**config.mk**
```make
export PLATFORM = sky130hd
export DESIGN_NAME = psd_sqrt
export DESIGN_NICKNAME = d
export VERILOG_FILES = /design/src/hw/rtl/psd_sqrt.sv
export SDC_FILE = /design/constraint.sdc
export NUM_CORES = 2
export LEC_CHECK = 0
export BUFFER_PORTS_ARGS = -buffer_cell sky130_fd_sc_hd__buf_2
export CAP_MARGIN = 25
export CORE_ASPECT_RATIO = 1.2
export CORE_MARGIN = 4
export CORE_UTILIZATION = 57
export CTS_CLUSTER_DIAMETER = 60
export DETAILED_ROUTE_END_ITERATION = 6
export GPL_ROUTABILITY_DRIVEN = 0
export PLACE_DENSITY = 0.79
export SYNTH_ARGS = -nofsm -noshare
export SYNTH_HDL_FRONTEND = slang
export SYNTH_MEMORY_MAX_BITS = 65536
export SYNTH_SLANG_ARGS = --single-unit
```
**constraint.sdc**
```tcl
create_clock -name clk -period 3.65 [get_ports clk]
set_input_delay 0.5475 -clock clk [delete_from_list [all_inputs] [get_ports clk]]
set_output_delay 0.5475 -clock clk [all_outputs]
set_load 0.01 [all_outputs]
```
**src/hw/rtl/psd_sqrt.sv**
```systemverilog
// ----------------------------------------------------------------------------
// psd_sqrt
// Pipelined truncating integer square root, one root bit per stage.
// ----------------------------------------------------------------------------
`default_nettype none

module psd_sqrt #(
  parameter int RB = 33
) (
  input  wire logic            clk,
  input  wire logic            en,
  input  wire logic [2*RB-1:0] radicand,
  output logic      [RB-1:0]   root
);

  localparam int NB = 2 * RB;
  localparam int RW = RB + 3;

  logic [NB-1:0] n_r    [RB];
  logic [RW-1:0] rem_r  [RB];
  logic [RB-1:0] root_r [RB];

  for (genvar i = 0; i < RB; i++) begin : g_stage
    logic [NB-1:0] n_in;
    logic [RW-1:0] rem_in;
    logic [RB-1:0] root_in;
    logic [RW-1:0] rem_cat, trial;
    logic          take;

    if (i == 0) begin : g_first
      assign n_in    = radicand;
      assign rem_in  = '0;
      assign root_in = '0;
    end else begin : g_next
      assign n_in    = n_r[i-1];
      assign rem_in  = rem_r[i-1];
      assign root_in = root_r[i-1];
    end

    // Bring down the next bit pair and try the trial divisor
    assign rem_cat = {rem_in[RW-3:0], n_in[NB-1 -: 2]};
    assign trial   = {1'b0, root_in, 2'b01};
    assign take    = rem_cat >= trial;

    always_ff @(posedge clk) begin
      if (en) begin
        n_r[i]    <= {n_in[NB-3:0], 2'b00};
        rem_r[i]  <= take ? (rem_cat - trial) : rem_cat;
        root_r[i] <= {root_in[RB-2:0], take};
      end
    end
  end

  assign root = root_r[RB-1];

endmodule

`default_nettype wire

```
# ---- Word level (Yosys, flattened, before mapping)
# Memories as Yosys holds them, arrays and structs flattened.
# Cells that the tools add are included.
dict set report word_totals {
  n_memories 3
  mem_bits_rw 4389
  ff_bits 0
  elab_cells 104
  in_bits 68
  output_inout_bits 33
}
# memory depth word_bits read_ports rd_clocked_by_memory_dff write_ports line
set mem_list {}
lappend mem_list {n_r 33 64 32 0 33 19} ;# logic [NB-1:0] n_r [RB];
lappend mem_list {rem_r 33 36 32 0 33 20} ;# logic [RW-1:0] rem_r [RB];
lappend mem_list {root_r 33 33 33 0 33 21} ;# logic [RB-1:0] root_r [RB];
dict set report op_classes {
  magnitude_cmp 33
  addsub 33
  mux 35
}
# cell n
set ops {}
lappend ops {{$mux 36} 33}
lappend ops {{$ge 36x35->1} 32}
lappend ops {{$sub 36x35->36} 32}
lappend ops {{$sub 2x1->3 const B} 1}
lappend ops {{$ge 2x1->1 const B} 1}
lappend ops {{$mux 1} 2}

# ---- Depth between registers and ports, before layout
# An unclocked memory read counts as a cell.
dict set report depth {
  ltp_word 3
  depth_mapped 15
  ltp_nobuf 13
}

# ---- Worst setup path before layout
# Ideal clock, no wire load.
dict set report synth_path {
  path_kind {register -> register}
  from {memory rem_r[0][222] (netlist name)}
  to {memory rem_r[0][275] (netlist name) (data pin)}
  path_slack_ns 0.132
  setup_time_ns 0.258
  arrival_time_ns 3.260
  n_path_buf 2
  path_stages_with_launch 14
  cell_sequence {edfxtp_1 -> ha_1 -> nor4_2 -> nand3_1 -> or3_1 -> or3_1 -> clkbuf_1 -> or4_4 -> nor2_4 -> nand3_1 -> o21bai_1 -> buf_2 -> nand4b_1 -> xnor2_1}
}
# item line
set synth_lines {}
lappend synth_lines {{from (decl)} 20}

==> impl_results.md <==
- Die width: roughly 430 µm
- CP Launch Type: register
- Number of global-route vias before repair: about 77k
- Yosys reg bits: 2654
- Nets: ~11k
- Seq/Total Area, Yosys: 0.648
- Area contributors post-synth: edfxtp_1 (65%), ha_1 (6.1%), xnor2_1 (3.3%), xor2_1 (2.9%), a21oi_1 (2.3%)
- DRC Markers: 0
- Skew-Pair Late Insertion Delay: about 0.95 ns
- Tmin final: 3.60 ns
- Initial Utilization: 0.574
- Status: finished clean
- Max Clk Rate: 0.278 GHz
- Via count: around 76k
- Critical Path End Type: register
- Final ANT Viol Nets: 0
- Crit path arrival time: about 4.3 ns
- WP data required: between 4 and 5 ns
- Most common library cells after synthesis: edfxtp_1 (2654), inv_1 (735), nand2_1 (658), ha_1 (596), a21oi_1 (567)
- Worst Path Class, Setup: reg2reg
- Vias per cell: ~5.9
- Fraction of registers with async set/reset: 0
- Post-Syn Area per Cell: 13.1 µm²
- Placed standard-cell area: ~130000 µm²
- Mapped cell area: 123000 µm²
- Grt ovf: 0
- DIE HEIGHT: between 500 and 600 µm
- Hold path start: en
- Yosys warning count: 0
- CTS tree: built
- Pwr Density: 629 nW/µm²
- Util after Layout: 0.649
- Synthesized net count: between 10k and 15k
- # IOs: slightly above 100
- Num CTS Buffers: about 280
- Gr usage total: 0.224
- Die Footprint: between 200000 and 250000 µm²
- Relative slew slack: 0.399
- GR Util met2: 0.404
- Largest net degree at the start of global routing: 122
- Fin. max-slew vios: 0
- Initial DRC Count: 6451
- Design area: roughly 140000 µm²
- First-pass GRT wire length: around 400000 µm
- Post-synth top flop: edfxtp_1
- Final WS setup: 0.0517 ns
- Synthesis-to-finish area growth: 13.0%
- Drt first pass iters: 7
- Origin of the worst setup path: rem_r[0][867]$_DFFE_PP_
- Non-filler cells, final: 13.0k
- Area of the multi-input gates: roughly 40000 µm²
- Floorplan row count: about 190
- EDFF count, synth: about 2.7k
- Netlist cell types: 96
- Setup violators final: 0
- Crit Path Max Fanout: 5
- Reg clk slew, reported paths: approximately 0.06 ns
- CTS max path bufs: 4
- H-tree levels: 5
- Worst vdd ir: 573 µV
- Worst Tran Pin Value: between 0.8 and 0.9 ns
- Register area: around 80000 µm²
- Hold Path Class: in2reg
- Clk_skew: slightly below 0.07 ns
- Average wire per standard cell: just under 20 µm
- Final Hold Viols: 0
- Most frequent cell after synthesis: edfxtp_1
- Met3 usage in global routing: 0.0350
- Post-Syn Instances: roughly 9.4k
- MaxCap Viol Count: 0
- Initial antenna violation count: 6
- Worst hold margin: 0.115 ns
- Area of the core: 214000 µm²
- Sink Count: 2654
- Total Wirelength: approximately 250000 µm
- Quantity of I/O buffers inserted on ports: 100
- Leak pwr: roughly 54 nW
- Fin crit share: 0.986
- Share of cells above drive strength 1: 0.103
- Post-synth top area share: 0.648
- Gr busiest metal: met2
- Fill count: between 10k and 15k
- Root Buffer: clkbuf_16
- Yosys top cell by area: edfxtp_1
- Placed cell count: roughly 12k
- Global Route met1 Usage: 0.248
- Reg-to-reg critical path startpoint: rem_r[0][867]$_DFFE_PP_
- Post-DP HPWL: roughly 180000 µm
- Post-Place Setup Slack: between 0.006 and 0.007 ns
## metal layers
metal / up-vias / wire, µm
met3: 925 / 12300
met5: - / 44
met4: 6 / 17000
li1: 36000 / -
met1: 36600 / 92400
met2: 2660 / 131000
## repair_timing
action                                  in CTS  in global routing
setup buffers                                0                 19
endpoints found under the hold margin       67                  0
cloned                                       0                  1
resized for setup                            7                 78
endpoints found under the setup margin       9                303
hold buffers                                67                  0
pin swaps                                    0                  8
## cell type report
cell class / instances / share of cell area
diodes: 1 / 0.0000180
clock buffers: 333 / 0.0531
clock inverters: 149 / 0.00969
inverters: 737 / 0.0199
multi-input cells: 5843 / 0.290
flip-flops and latches: 2654 / 0.573
well taps: 2820 / 0.0254
repair buffers: 460 / 0.0284
## flip-flops by register name (all words and copies together), names as in the netlist
name	count
n_r	1056
rem_r	1037
root_r	561
## where the power goes
group | internal, W | total, W | leakage (nW) | switching, W
clock network | 0.0159 | 0.0272 | 4.22 | 0.0113
registers | 0.0387 | 0.0413 | 25.6 | 0.00265
logic | 0.00826 | 0.0189 | 23.8 | 0.0107
total | 0.0628 | 0.0874 | 53.6 | 0.0247
## path summary, 6_finish.rpt
check                                  to  slack (ns)  depth (start not counted)
hold reg to reg    n_r[0][1079]$_DFFE_PP_        0.40                          0
setup reg to reg  rem_r[0][930]$_DFFE_PP_        0.05                         11
hold / removal      n_r[0][335]$_DFFE_PP_        0.11                          1
setup / recovery  rem_r[0][930]$_DFFE_PP_        0.05                         11
## stage by stage
step | power, W | setup TNS [ns]
finish | 0.0874 | 0
global route | 0.0917 | -0.427
CTS | 0.0876 | 0
detailed placement | 0.0601 | 0
global placement | 0.0592 | 0
floorplan | 0.0541 | 0
## layout by cell type (no fill, tap or decap), types with 100 or more instances in the layout
master / count
a21o_1: 274
a21oi_1: 564
buf_4: 247
clkbuf_16: 289
edfxtp_1: 2654
ha_1: 596
inv_1: 735
mux2_2: 100
nand2_1: 656
nand2b_1: 115
nand3_1: 147
nor2_1: 516
nor3_1: 223
nor4_1: 104
o21ai_0: 486
xnor2_1: 468
xor2_1: 410
## logic make-up (layout without fill, tap and decap cells)
kind of cell | Yosys count | in the layout | share of synthesized area
xor+xnor | 878 | 878 | 0.0625
fa+ha+maj | 596 | 596 | 0.0606
buf+inv | 895 | 1679 | 0.0275
compound gates | 1909 | 1909 | 0.0970
simple gates | 2356 | 2356 | 0.0950
flops | 2654 | 2654 | 0.648
mux | 103 | 103 | 0.00940
other cells | 1 | 2 | 0.0000305
## critical path, stage by stage (launching register included)
cell and delay (ns):
edfxtp_1 0.40, ha_1 0.38, a211oi_1 0.26, nor2_1 0.11, or3_1 0.32, o21ai_0 0.37, a311oi_1 0.29, a221oi_1 0.48
o21ai_0 0.19, a21oi_1 0.30, o211ai_1 0.14, xnor2_1 0.13
Power figures use the tool's default switching activity.
